### src/rtl/core/aurm_pkg.sv
package aurm_pkg;

    // Field widths
    localparam int ANGLE_IN_W = 12;
    localparam int TICK_W     = 32;
    localparam int RPM_W      = 24;
    localparam int UA_W       = 48;
    localparam int TURN_W     = 32;
    localparam int QUAD_W     = 3;
    localparam int INTERVAL_W = 16;

    // Configuration port
    localparam int CFG_ADDR_W = 2;
    localparam int CFG_DATA_W = 16;
    localparam logic [CFG_ADDR_W-1:0] REG_START_ANGLE  = 2'd0;
    localparam logic [CFG_ADDR_W-1:0] REG_MIN_INTERVAL = 2'd1;
    localparam logic [INTERVAL_W-1:0] MIN_INTERVAL_RST = 16'd200;

    // 960000 = 1875 * 2^9 (ms per minute times 16, per full turn)
    localparam int RPM_MUL_W = 11;
    localparam logic [RPM_MUL_W-1:0] RPM_MUL = 11'd1875;
    localparam int RPM_SHIFT = 9;

    // Divider: one overflow step plus 24 quotient bits
    localparam int QUO_W     = RPM_W + 1;
    localparam int DIV_STEPS = QUO_W;
    localparam int STEP_W    = 5;

    localparam logic [RPM_W-1:0] RPM_MAX_CODE = 24'h7FFFFF;
    localparam logic [RPM_W-1:0] RPM_MIN_CODE = 24'h800000;

    // Request into the speed unit
    typedef struct packed {
        logic              start;
        logic [UA_W-1:0]   dang;
        logic [TICK_W-1:0] dt;
    } aurm_spd_req_t;

    // Response from the speed unit
    typedef struct packed {
        logic             done;
        logic [RPM_W-1:0] rpm;
    } aurm_spd_rsp_t;

endpackage

### src/rtl/core/aurm_speed_unit.sv
// Speed from angle and time deltas: |dang| * 1875, then a restoring divide by
// dt over one overflow step and 24 quotient steps, then sign and saturation.
module aurm_speed_unit #(
    parameter int ANGLE_BITS = 12
) (
    input  logic                   aclk,
    input  logic                   aresetn,
    input  aurm_pkg::aurm_spd_req_t req,
    output aurm_pkg::aurm_spd_rsp_t rsp
);

    localparam int SH_N  = (ANGLE_BITS < aurm_pkg::RPM_SHIFT) ?
                           (aurm_pkg::RPM_SHIFT - ANGLE_BITS) : 0;
    localparam int SH_D  = (ANGLE_BITS > aurm_pkg::RPM_SHIFT) ?
                           (ANGLE_BITS - aurm_pkg::RPM_SHIFT) : 0;
    localparam int MUL_W = aurm_pkg::UA_W + aurm_pkg::RPM_MUL_W;
    localparam int NUM_W = MUL_W + SH_N;
    localparam int DEN_W = aurm_pkg::TICK_W + SH_D + aurm_pkg::QUO_W - 1;
    localparam int W     = (NUM_W > DEN_W) ? NUM_W : DEN_W;

    localparam logic [2:0] S_IDLE = 3'd0;
    localparam logic [2:0] S_ABS  = 3'd1;
    localparam logic [2:0] S_MUL  = 3'd2;
    localparam logic [2:0] S_DIV  = 3'd3;
    localparam logic [2:0] S_SAT  = 3'd4;

    logic [2:0] state_reg, state_next;

    logic [aurm_pkg::UA_W-1:0]   dang_reg;
    logic [aurm_pkg::TICK_W-1:0] dt_reg;
    logic                        neg_reg;
    logic [aurm_pkg::UA_W-1:0]   mag_reg;
    logic [W-1:0]                rem_reg, rem_next;
    logic [W-1:0]                ds_reg, ds_next;
    logic [aurm_pkg::QUO_W-1:0]  quo_reg, quo_next;
    logic [aurm_pkg::STEP_W-1:0] step_reg, step_next;

    logic [MUL_W-1:0]          prod;
    logic                      ge;
    logic [aurm_pkg::RPM_W-1:0] q_lo, q_neg, rpm;
    logic                      pos_ovf, neg_ovf;

    // Product and shared compare/subtract
    assign prod = MUL_W'(mag_reg) * MUL_W'(aurm_pkg::RPM_MUL);
    assign ge   = (rem_reg >= ds_reg);

    // Sequencer
    always_comb begin
        state_next = state_reg;
        case (state_reg)
            S_IDLE: begin
                if (req.start) begin
                    state_next = S_ABS;
                end
            end
            S_ABS: state_next = S_MUL;
            S_MUL: state_next = S_DIV;
            S_DIV: begin
                if (step_reg == aurm_pkg::STEP_W'(aurm_pkg::DIV_STEPS - 1)) begin
                    state_next = S_SAT;
                end
            end
            S_SAT:   state_next = S_IDLE;
            default: state_next = S_IDLE;
        endcase
    end

    always_ff @(posedge aclk) begin
        if (!aresetn) begin
            state_reg <= S_IDLE;
        end else begin
            state_reg <= state_next;
        end
    end

    // Divider step
    always_comb begin
        rem_next  = ge ? (rem_reg - ds_reg) : rem_reg;
        ds_next   = ds_reg >> 1;
        quo_next  = {quo_reg[aurm_pkg::QUO_W-2:0], ge};
        step_next = step_reg + aurm_pkg::STEP_W'(1);
    end

    // Datapath
    always_ff @(posedge aclk) begin
        case (state_reg)
            S_IDLE: begin
                dang_reg <= req.dang;
                dt_reg   <= req.dt;
            end
            S_ABS: begin
                neg_reg <= dang_reg[aurm_pkg::UA_W-1];
                mag_reg <= dang_reg[aurm_pkg::UA_W-1] ? (~dang_reg + aurm_pkg::UA_W'(1))
                                                      : dang_reg;
            end
            S_MUL: begin
                rem_reg  <= W'(prod) << SH_N;
                ds_reg   <= W'(dt_reg) << (SH_D + aurm_pkg::QUO_W - 1);
                quo_reg  <= '0;
                step_reg <= '0;
            end
            S_DIV: begin
                rem_reg  <= rem_next;
                ds_reg   <= ds_next;
                quo_reg  <= quo_next;
                step_reg <= step_next;
            end
            default: begin
            end
        endcase
    end

    // Sign and saturation
    always_comb begin
        q_lo    = quo_reg[aurm_pkg::RPM_W-1:0];
        q_neg   = (~q_lo) + aurm_pkg::RPM_W'(1);
        pos_ovf = quo_reg[aurm_pkg::QUO_W-1] | quo_reg[aurm_pkg::RPM_W-1];
        neg_ovf = quo_reg[aurm_pkg::QUO_W-1] |
                  (quo_reg[aurm_pkg::RPM_W-1] & (|quo_reg[aurm_pkg::RPM_W-2:0]));
        if (neg_reg) begin
            rpm = neg_ovf ? aurm_pkg::RPM_MIN_CODE : q_neg;
        end else begin
            rpm = pos_ovf ? aurm_pkg::RPM_MAX_CODE : q_lo;
        end
    end

    assign rsp.done = (state_reg == S_SAT);
    assign rsp.rpm  = rpm;

endmodule

### src/rtl/core/angle_unwrap_rpm_meter_top.sv
// Shaft speed meter for an absolute angle sensor. Each beat carries a raw angle
// and a millisecond timestamp; the block removes the start angle, counts turns
// on quadrant 4 to 1 and 1 to 4 moves, and when at least min_interval_ms have
// passed since the last window it returns speed in 1/16 rpm, saturated to 24
// bits, with updated set. Every input beat gives exactly one result beat. A
// beat that closes no window passes from the unwrap state to the emit state;
// one that closes a window first waits for the 25-step restoring divider in
// the speed unit. One beat is in work at a time; a finished result waits in
// the output register while the next beat is accepted.
module angle_unwrap_rpm_meter_top #(
    parameter int ANGLE_BITS = 12
) (
    input  logic                                 aclk,
    input  logic                                 aresetn,
    input  logic                                 cfg_wr_en,
    input  logic [aurm_pkg::CFG_ADDR_W-1:0]      cfg_addr,
    input  logic [aurm_pkg::CFG_DATA_W-1:0]      cfg_wdata,
    input  logic                                 s_valid,
    output logic                                 s_ready,
    input  logic [aurm_pkg::ANGLE_IN_W-1:0]      s_angle,
    input  logic [aurm_pkg::TICK_W-1:0]          s_tick_ms,
    output logic                                 m_valid,
    input  logic                                 m_ready,
    output logic signed [aurm_pkg::RPM_W-1:0]    m_rpm_q4,
    output logic                                 m_updated
);

    localparam int UA_W   = aurm_pkg::UA_W;
    localparam int TURN_W = aurm_pkg::TURN_W;
    localparam int AIN_W  = aurm_pkg::ANGLE_IN_W;

    localparam logic [2:0] ST_IDLE   = 3'd0;
    localparam logic [2:0] ST_UNWRAP = 3'd1;
    localparam logic [2:0] ST_DELTA  = 3'd2;
    localparam logic [2:0] ST_SPEED  = 3'd3;
    localparam logic [2:0] ST_EMIT   = 3'd4;

    localparam logic [aurm_pkg::QUAD_W-1:0] QUAD_NONE  = 3'd0;
    localparam logic [aurm_pkg::QUAD_W-1:0] QUAD_FIRST = 3'd1;
    localparam logic [aurm_pkg::QUAD_W-1:0] QUAD_LAST  = 3'd4;

    logic [2:0] state_reg, state_next;

    logic [AIN_W-1:0]               start_angle_reg;
    logic [aurm_pkg::INTERVAL_W-1:0] min_interval_reg;
    logic [aurm_pkg::QUAD_W-1:0]    last_quad_reg;
    logic [TURN_W-1:0]              turn_reg;
    logic [UA_W-1:0]                window_angle_reg;
    logic [aurm_pkg::TICK_W-1:0]    window_tick_reg;
    logic [aurm_pkg::RPM_W-1:0]     speed_reg;
    logic                           m_valid_reg;

    logic [AIN_W-1:0]            angle_reg;
    logic [aurm_pkg::TICK_W-1:0] tick_reg;
    logic [UA_W-1:0]             ua_reg;
    logic [aurm_pkg::TICK_W-1:0] dt_reg;
    logic                        upd_reg;
    logic [aurm_pkg::RPM_W-1:0]  m_rpm_reg;
    logic                        m_upd_reg;

    logic [ANGLE_BITS+AIN_W-1:0]     raw_ext, sa_ext;
    logic [ANGLE_BITS-1:0]           corr;
    logic [aurm_pkg::QUAD_W-1:0]     quad;
    logic [TURN_W-1:0]               turn_next;
    logic [UA_W-1:0]                 turn_ext, ua;
    logic [aurm_pkg::TICK_W-1:0]     dt;
    logic [aurm_pkg::INTERVAL_W-1:0] lim;
    logic                            upd;
    logic                            out_free;

    aurm_pkg::aurm_spd_req_t spd_req;
    aurm_pkg::aurm_spd_rsp_t spd_rsp;

    // Angle correction, quadrant and turn tracking
    always_comb begin
        raw_ext   = {{ANGLE_BITS{1'b0}}, angle_reg};
        sa_ext    = {{ANGLE_BITS{1'b0}}, start_angle_reg};
        corr      = raw_ext[ANGLE_BITS-1:0] - sa_ext[ANGLE_BITS-1:0];
        quad      = {1'b0, corr[ANGLE_BITS-1:ANGLE_BITS-2]} + aurm_pkg::QUAD_W'(1);
        turn_next = turn_reg;
        if (last_quad_reg != QUAD_NONE) begin
            if (quad == QUAD_FIRST && last_quad_reg == QUAD_LAST) begin
                turn_next = turn_reg + TURN_W'(1);
            end else if (quad == QUAD_LAST && last_quad_reg == QUAD_FIRST) begin
                turn_next = turn_reg - TURN_W'(1);
            end
        end
        turn_ext = {{(UA_W-TURN_W){turn_next[TURN_W-1]}}, turn_next};
        ua       = {turn_ext[UA_W-1-ANGLE_BITS:0], corr};
    end

    // Window check
    always_comb begin
        dt  = tick_reg - window_tick_reg;
        lim = (min_interval_reg == '0) ? aurm_pkg::INTERVAL_W'(1) : min_interval_reg;
        upd = (dt >= aurm_pkg::TICK_W'(lim));
    end

    assign out_free = !m_valid_reg || m_ready;

    // Speed unit request
    assign spd_req.start = (state_reg == ST_DELTA);
    assign spd_req.dang  = ua_reg - window_angle_reg;
    assign spd_req.dt    = dt_reg;

    aurm_speed_unit #(
        .ANGLE_BITS(ANGLE_BITS)
    ) u_speed (
        .aclk   (aclk),
        .aresetn(aresetn),
        .req    (spd_req),
        .rsp    (spd_rsp)
    );

    // Sequencer
    always_comb begin
        state_next = state_reg;
        case (state_reg)
            ST_IDLE: begin
                if (s_valid) begin
                    state_next = ST_UNWRAP;
                end
            end
            ST_UNWRAP: state_next = upd ? ST_DELTA : ST_EMIT;
            ST_DELTA:  state_next = ST_SPEED;
            ST_SPEED: begin
                if (spd_rsp.done) begin
                    state_next = ST_EMIT;
                end
            end
            ST_EMIT: begin
                if (out_free) begin
                    state_next = ST_IDLE;
                end
            end
            default: state_next = ST_IDLE;
        endcase
    end

    // Control and state registers
    always_ff @(posedge aclk) begin
        if (!aresetn) begin
            state_reg        <= ST_IDLE;
            start_angle_reg  <= '0;
            min_interval_reg <= aurm_pkg::MIN_INTERVAL_RST;
            last_quad_reg    <= QUAD_NONE;
            turn_reg         <= '0;
            window_angle_reg <= '0;
            window_tick_reg  <= '0;
            speed_reg        <= '0;
            m_valid_reg      <= 1'b0;
        end else begin
            state_reg <= state_next;
            if (cfg_wr_en) begin
                case (cfg_addr)
                    aurm_pkg::REG_START_ANGLE:  start_angle_reg  <= cfg_wdata[AIN_W-1:0];
                    aurm_pkg::REG_MIN_INTERVAL: min_interval_reg <= cfg_wdata;
                    default: begin
                    end
                endcase
            end
            if (state_reg == ST_UNWRAP) begin
                last_quad_reg <= quad;
                turn_reg      <= turn_next;
            end
            if (state_reg == ST_DELTA) begin
                window_angle_reg <= ua_reg;
                window_tick_reg  <= tick_reg;
            end
            if (state_reg == ST_SPEED && spd_rsp.done) begin
                speed_reg <= spd_rsp.rpm;
            end
            if (state_reg == ST_EMIT && out_free) begin
                m_valid_reg <= 1'b1;
            end else if (m_ready) begin
                m_valid_reg <= 1'b0;
            end
        end
    end

    // Payload registers
    always_ff @(posedge aclk) begin
        if (s_valid && s_ready) begin
            angle_reg <= s_angle;
            tick_reg  <= s_tick_ms;
        end
        if (state_reg == ST_UNWRAP) begin
            ua_reg  <= ua;
            dt_reg  <= dt;
            upd_reg <= upd;
        end
        if (state_reg == ST_EMIT && out_free) begin
            m_rpm_reg <= speed_reg;
            m_upd_reg <= upd_reg;
        end
    end

    assign s_ready   = (state_reg == ST_IDLE);
    assign m_valid   = m_valid_reg;
    assign m_rpm_q4  = m_rpm_reg;
    assign m_updated = m_upd_reg;

    // Checks
    a_done_in_speed: assert property (@(posedge aclk) disable iff (!aresetn)
        spd_rsp.done |-> state_reg == ST_SPEED)
        else $error("speed unit finished outside its wait state");

    a_one_in_work: assert property (@(posedge aclk) disable iff (!aresetn)
        (s_valid && s_ready) |=> !s_ready)
        else $error("input taken while a beat is in work");

    a_speed_on_update: assert property (@(posedge aclk) disable iff (!aresetn)
        !$stable(speed_reg) |-> ($past(state_reg) == ST_SPEED && upd_reg))
        else $error("speed changed without a closed window");

endmodule

### config.mk
export PLATFORM = sky130hd
export DESIGN_NAME = angle_unwrap_rpm_meter_top
export DESIGN_NICKNAME = d
export VERILOG_FILES = /design/src/rtl/core/aurm_pkg.sv /design/src/rtl/core/aurm_speed_unit.sv /design/src/rtl/core/angle_unwrap_rpm_meter_top.sv
export SDC_FILE = /design/constraint.sdc
export NUM_CORES = 2
export LEC_CHECK = 0
export BUFFER_PORTS_ARGS = -buffer_cell sky130_fd_sc_hd__buf_2
export CAP_MARGIN = 20
export CELL_PAD_IN_SITES_DETAIL_PLACEMENT = 0
export CELL_PAD_IN_SITES_GLOBAL_PLACEMENT = 1
export CORE_MARGIN = 2
export CORE_UTILIZATION = 47
export CTS_BUF_LIST = sky130_fd_sc_hd__clkbuf_8
export DETAILED_ROUTE_END_ITERATION = 10
export HOLD_SLACK_MARGIN = 0.15
export PLACE_DENSITY_LB_ADDON = 0.2
export SETUP_SLACK_MARGIN = 0.02
export SYNTH_ARGS = -nofsm -noshare
export SYNTH_HDL_FRONTEND = slang
export SYNTH_SLANG_ARGS = --single-unit
### constraint.sdc
create_clock -name aclk -period 7.7 [get_ports aclk]
set_input_delay 1.925 -clock aclk [delete_from_list [all_inputs] [get_ports aclk]]
set_output_delay 1.925 -clock aclk [all_outputs]
set_load 0.05 [all_outputs]
==> results_dict.tcl <==
set metrics [dict create \
    status "finished, final reports clean" \
    grtUsageTotal_pct 22.6 \
    crit_type "reg -> reg" \
    antenna_found_initial 3 \
    num_io_pins 94 \
    rsz0062_at_grt "false" \
    drc 0 \
    dieArea_um2 92000 \
    netlist_area_um2 42100 \
    grt_pass1_wl_um 165000 \
    rr_startpoint "u_speed.mag_reg[1]$_DFFE_PP_" \
    clock_skew_ps 46.0 \
    ctsHtreeMaxLevel 3 \
    cp.arrival_ps 7300 \
    max-cap-violations 0 \
    synth_area_leaders "edfxtp_1, fa_1, ha_1, dfxtp_1, inv_1" \
    die_h_um 303 \
    ys_types 88 \
    grt_max_degree 171 \
    cts_max_path_buffers 3 \
    vias_per_cell 5.36 \
    cts_root_buffer "clkbuf_8" \
    fmax_ghz 0.147 \
    critPathCapture "u_speed.rem_reg[58]$_DFFE_PP_" \
    synth_top_area_share_pct 30.0 \
    start_kind "register" \
    cp.required_ps 8200 \
    clock_sinks 590 \
    insertion_delay_ps 760 \
    coreArea_um2 88600 \
    die_x_um 303 \
    synth-main-ff-cell "edfxtp_1" \
    cts_resized 0 \
    nets 5062 \
    r2r_end "u_speed.rem_reg[58]$_DFFE_PP_" \
    syn_avg_cell_area_um2 9.56 \
    timing.hold.ws_ps 407 \
    seq_area_frac_synth_pct 38.0 \
    synthArstFlopShare_pct 0 \
    worstRegToRegCells 21 \
    synth_seq_cells 590 \
    cts_made_buffers 104 \
    hold_buffers 0 \
    slew_viol_final 0 \
    yosysTopAreaCell "edfxtp_1" \
    worst_slew_pin_slew_ps 1070 \
    ys_warn_count 0 \
    drt_iter0_drc 1904 \
    rrSetupSlack_ps 890 \
    place_hpwl_um 78500 \
    dr_total_vias 30642 \
    final.setup.tns_ps 0 \
    synth_edf_count 420 \
    drive_above_1_share_pct 6.79 \
    setup_slack_ps 894 \
    rows 109 \
    antenna_left 0 \
    wl_um 102000 \
    post-cts-setup-buffers 0 \
    gp_congestion 0.922 \
    syn-instance-count 4403 \
    wire_per_inst_um 17.9 \
    cts_tree "built" \
    place_area_um2 43600 \
    grt_pass1_vias 30043 \
    cp-end-kind "register" \
    clkTransAtPathRegs_ps 60 \
    design_area_um2 45700 \
    hp-class "reg -> reg" \
    area_growth_pct 8.52 \
    min_period_over_period_pct 88.4 \
    report.final.setup_viol 0 \
    cp_max_fo 6 \
    hold_viol 0 \
    dp_slack_ps 902 \
    slew_headroom_pct 28.4 \
    initial_core_util_pct 47.5 \
    layout_min_cycle_time_ps 6810 \
    drt-pass1-iter-count 6 \
    cp-startpoint "u_speed.mag_reg[1]$_DFFE_PP_" \
    gr-total-overflow 0 \
    portBuffers 93 \
]
-- synth_stat cells (9+ instances only) --
master     count
o31ai_1       34
o211ai_1      32
xnor2_1      175
a21oi_1      251
clkbuf_1     154
a2111oi_0     12
a21boi_0     118
fa_1         225
nand2b_1      31
nand4_1       48
inv_1        621
and4_1        11
or2_2          9
mux2i_1       12
or3_1         34
nor2_1       246
o211a_1       11
and2_1        44
nand3_1       64
xor2_1        76
ha_1         310
a21o_1        95
nor4_1        14
nand3b_1      14
o21ai_0      233
nand2_1      466
a211oi_1      25
edfxtp_1     420
a31oi_1       34
o21a_1        32
and3_1        57
nor3b_1       13
or4_1         10
nor2b_1       45
buf_1          9
dfxtp_1      170
nor3_1        69
o21bai_1      29
o41ai_1       17
-- final cells by class --
type                            count  area (µm²)
Tap cell                         1165        1460
Sequential cell                   590       16000
Timing Repair Buffer              113         631
Antenna cell                        2        5.00
Clock buffer                      119        1640
Clock inverter                     76         412
Inverter                          621        2330
Multi-Input combinational cell   3030       23200
Fill cell                        8353       42900
-- cells in the final DEF, fill, tap and decap left out, types with 12 or more instances in the layout --
| master | netlist | layout |
|---|---|---|
| o31ai_1 | 34 | 34 |
| nand2_1 | 466 | 464 |
| o211ai_1 | 32 | 32 |
| mux2i_1 | 12 | 12 |
| a21o_1 | 95 | 95 |
| a21oi_1 | 251 | 251 |
| nand3b_1 | 14 | 14 |
| xnor2_1 | 175 | 175 |
| or3_1 | 34 | 34 |
| fa_1 | 225 | 225 |
| and3_1 | 57 | 57 |
| o21ai_0 | 233 | 233 |
| a31oi_1 | 34 | 34 |
| buf_2 | 1 | 92 |
| nand3_1 | 64 | 64 |
| and2_1 | 44 | 41 |
| xor2_1 | 76 | 76 |
| ha_1 | 310 | 310 |
| nor4_1 | 14 | 14 |
| nor2b_1 | 45 | 44 |
| o21a_1 | 32 | 32 |
| nand4_1 | 48 | 48 |
| nor3_1 | 69 | 68 |
| inv_1 | 621 | 660 |
| nand2b_1 | 31 | 31 |
| a21boi_0 | 118 | 117 |
| nor2_1 | 246 | 246 |
| edfxtp_1 | 420 | 420 |
| o41ai_1 | 17 | 17 |
| a211oi_1 | 25 | 25 |
| clkbuf_8 | 0 | 119 |
| a2111oi_0 | 12 | 12 |
| dfxtp_1 | 170 | 170 |
| buf_4 | 0 | 20 |
| o21bai_1 | 29 | 29 |
| clkinv_2 | 0 | 16 |
-- metrics by stage --
step,instances,utilization (%)
floorplan,4405,-
global placement,5519,49.2
detailed placement,5519,49.2
CTS,5714,51.5
global route,5716,51.6
finish,5716,51.6
-- per-layer routing --
metal | global-route usage [%] | routed length, µm | share of wire, % | vias to the layer above
li1 | - | - | - | 15304
met1 | 31.0 | 47800 | 47 | 14664
met2 | 37.0 | 47700 | 47 | 558
met3 | 4.00 | 4880 | 4.8 | 114
met4 | 5.80 | 1980 | 1.9 | 2
met5 | 0 | 11 | 0.011 | -
-- kinds of logic after synthesis --
family | count (synthesis) | synth area share (%)
buf+inv | 785 | 7.00
simple gates | 1206 | 13.7
mux | 17 | 0.419
xor+xnor | 251 | 5.22
flops | 590 | 38.0
compound gates | 1018 | 15.7
fa+ha+maj | 535 | 19.9
other cells | 1 | 0.00891
-- worst min path at each step --
stage	start	end	slack, ps	depth (start not counted)
floorplan	upd_reg$_DFFE_PP_	m_updated$_DFFE_PP_	400	0
global placement	dt_reg[28]$_DFFE_PP_	u_speed.dt_reg[28]$_DFFE_PP_	400	0
detailed placement	dt_reg[10]$_DFFE_PP_	u_speed.dt_reg[10]$_DFFE_PP_	400	0
CTS	dt_reg[10]$_DFFE_PP_	u_speed.dt_reg[10]$_DFFE_PP_	410	0
global route	upd_reg$_DFFE_PP_	m_updated$_DFFE_PP_	410	0
finish	dt_reg[10]$_DFFE_PP_	u_speed.dt_reg[10]$_DFFE_PP_	410	0
-- critical path, cell delays in order (launching register included) --
cell	delay [ps]
edfxtp_1	490
inv_1	100
fa_1	540
inv_1	50
fa_1	470
fa_1	520
inv_1	60
fa_1	480
fa_1	560
inv_1	50
ha_1	350
and3_1	230
a221o_1	340
a211oi_1	530
o21ai_0	150
buf_4	180
a21oi_1	340
o22ai_1	160
o41ai_1	440
o21ai_0	230
mux2i_1	190
nand3_1	90
Power is left out: the tool's default activity adds up to more than one toggle a clock period on the data nets, which glitch-free logic cannot reach.
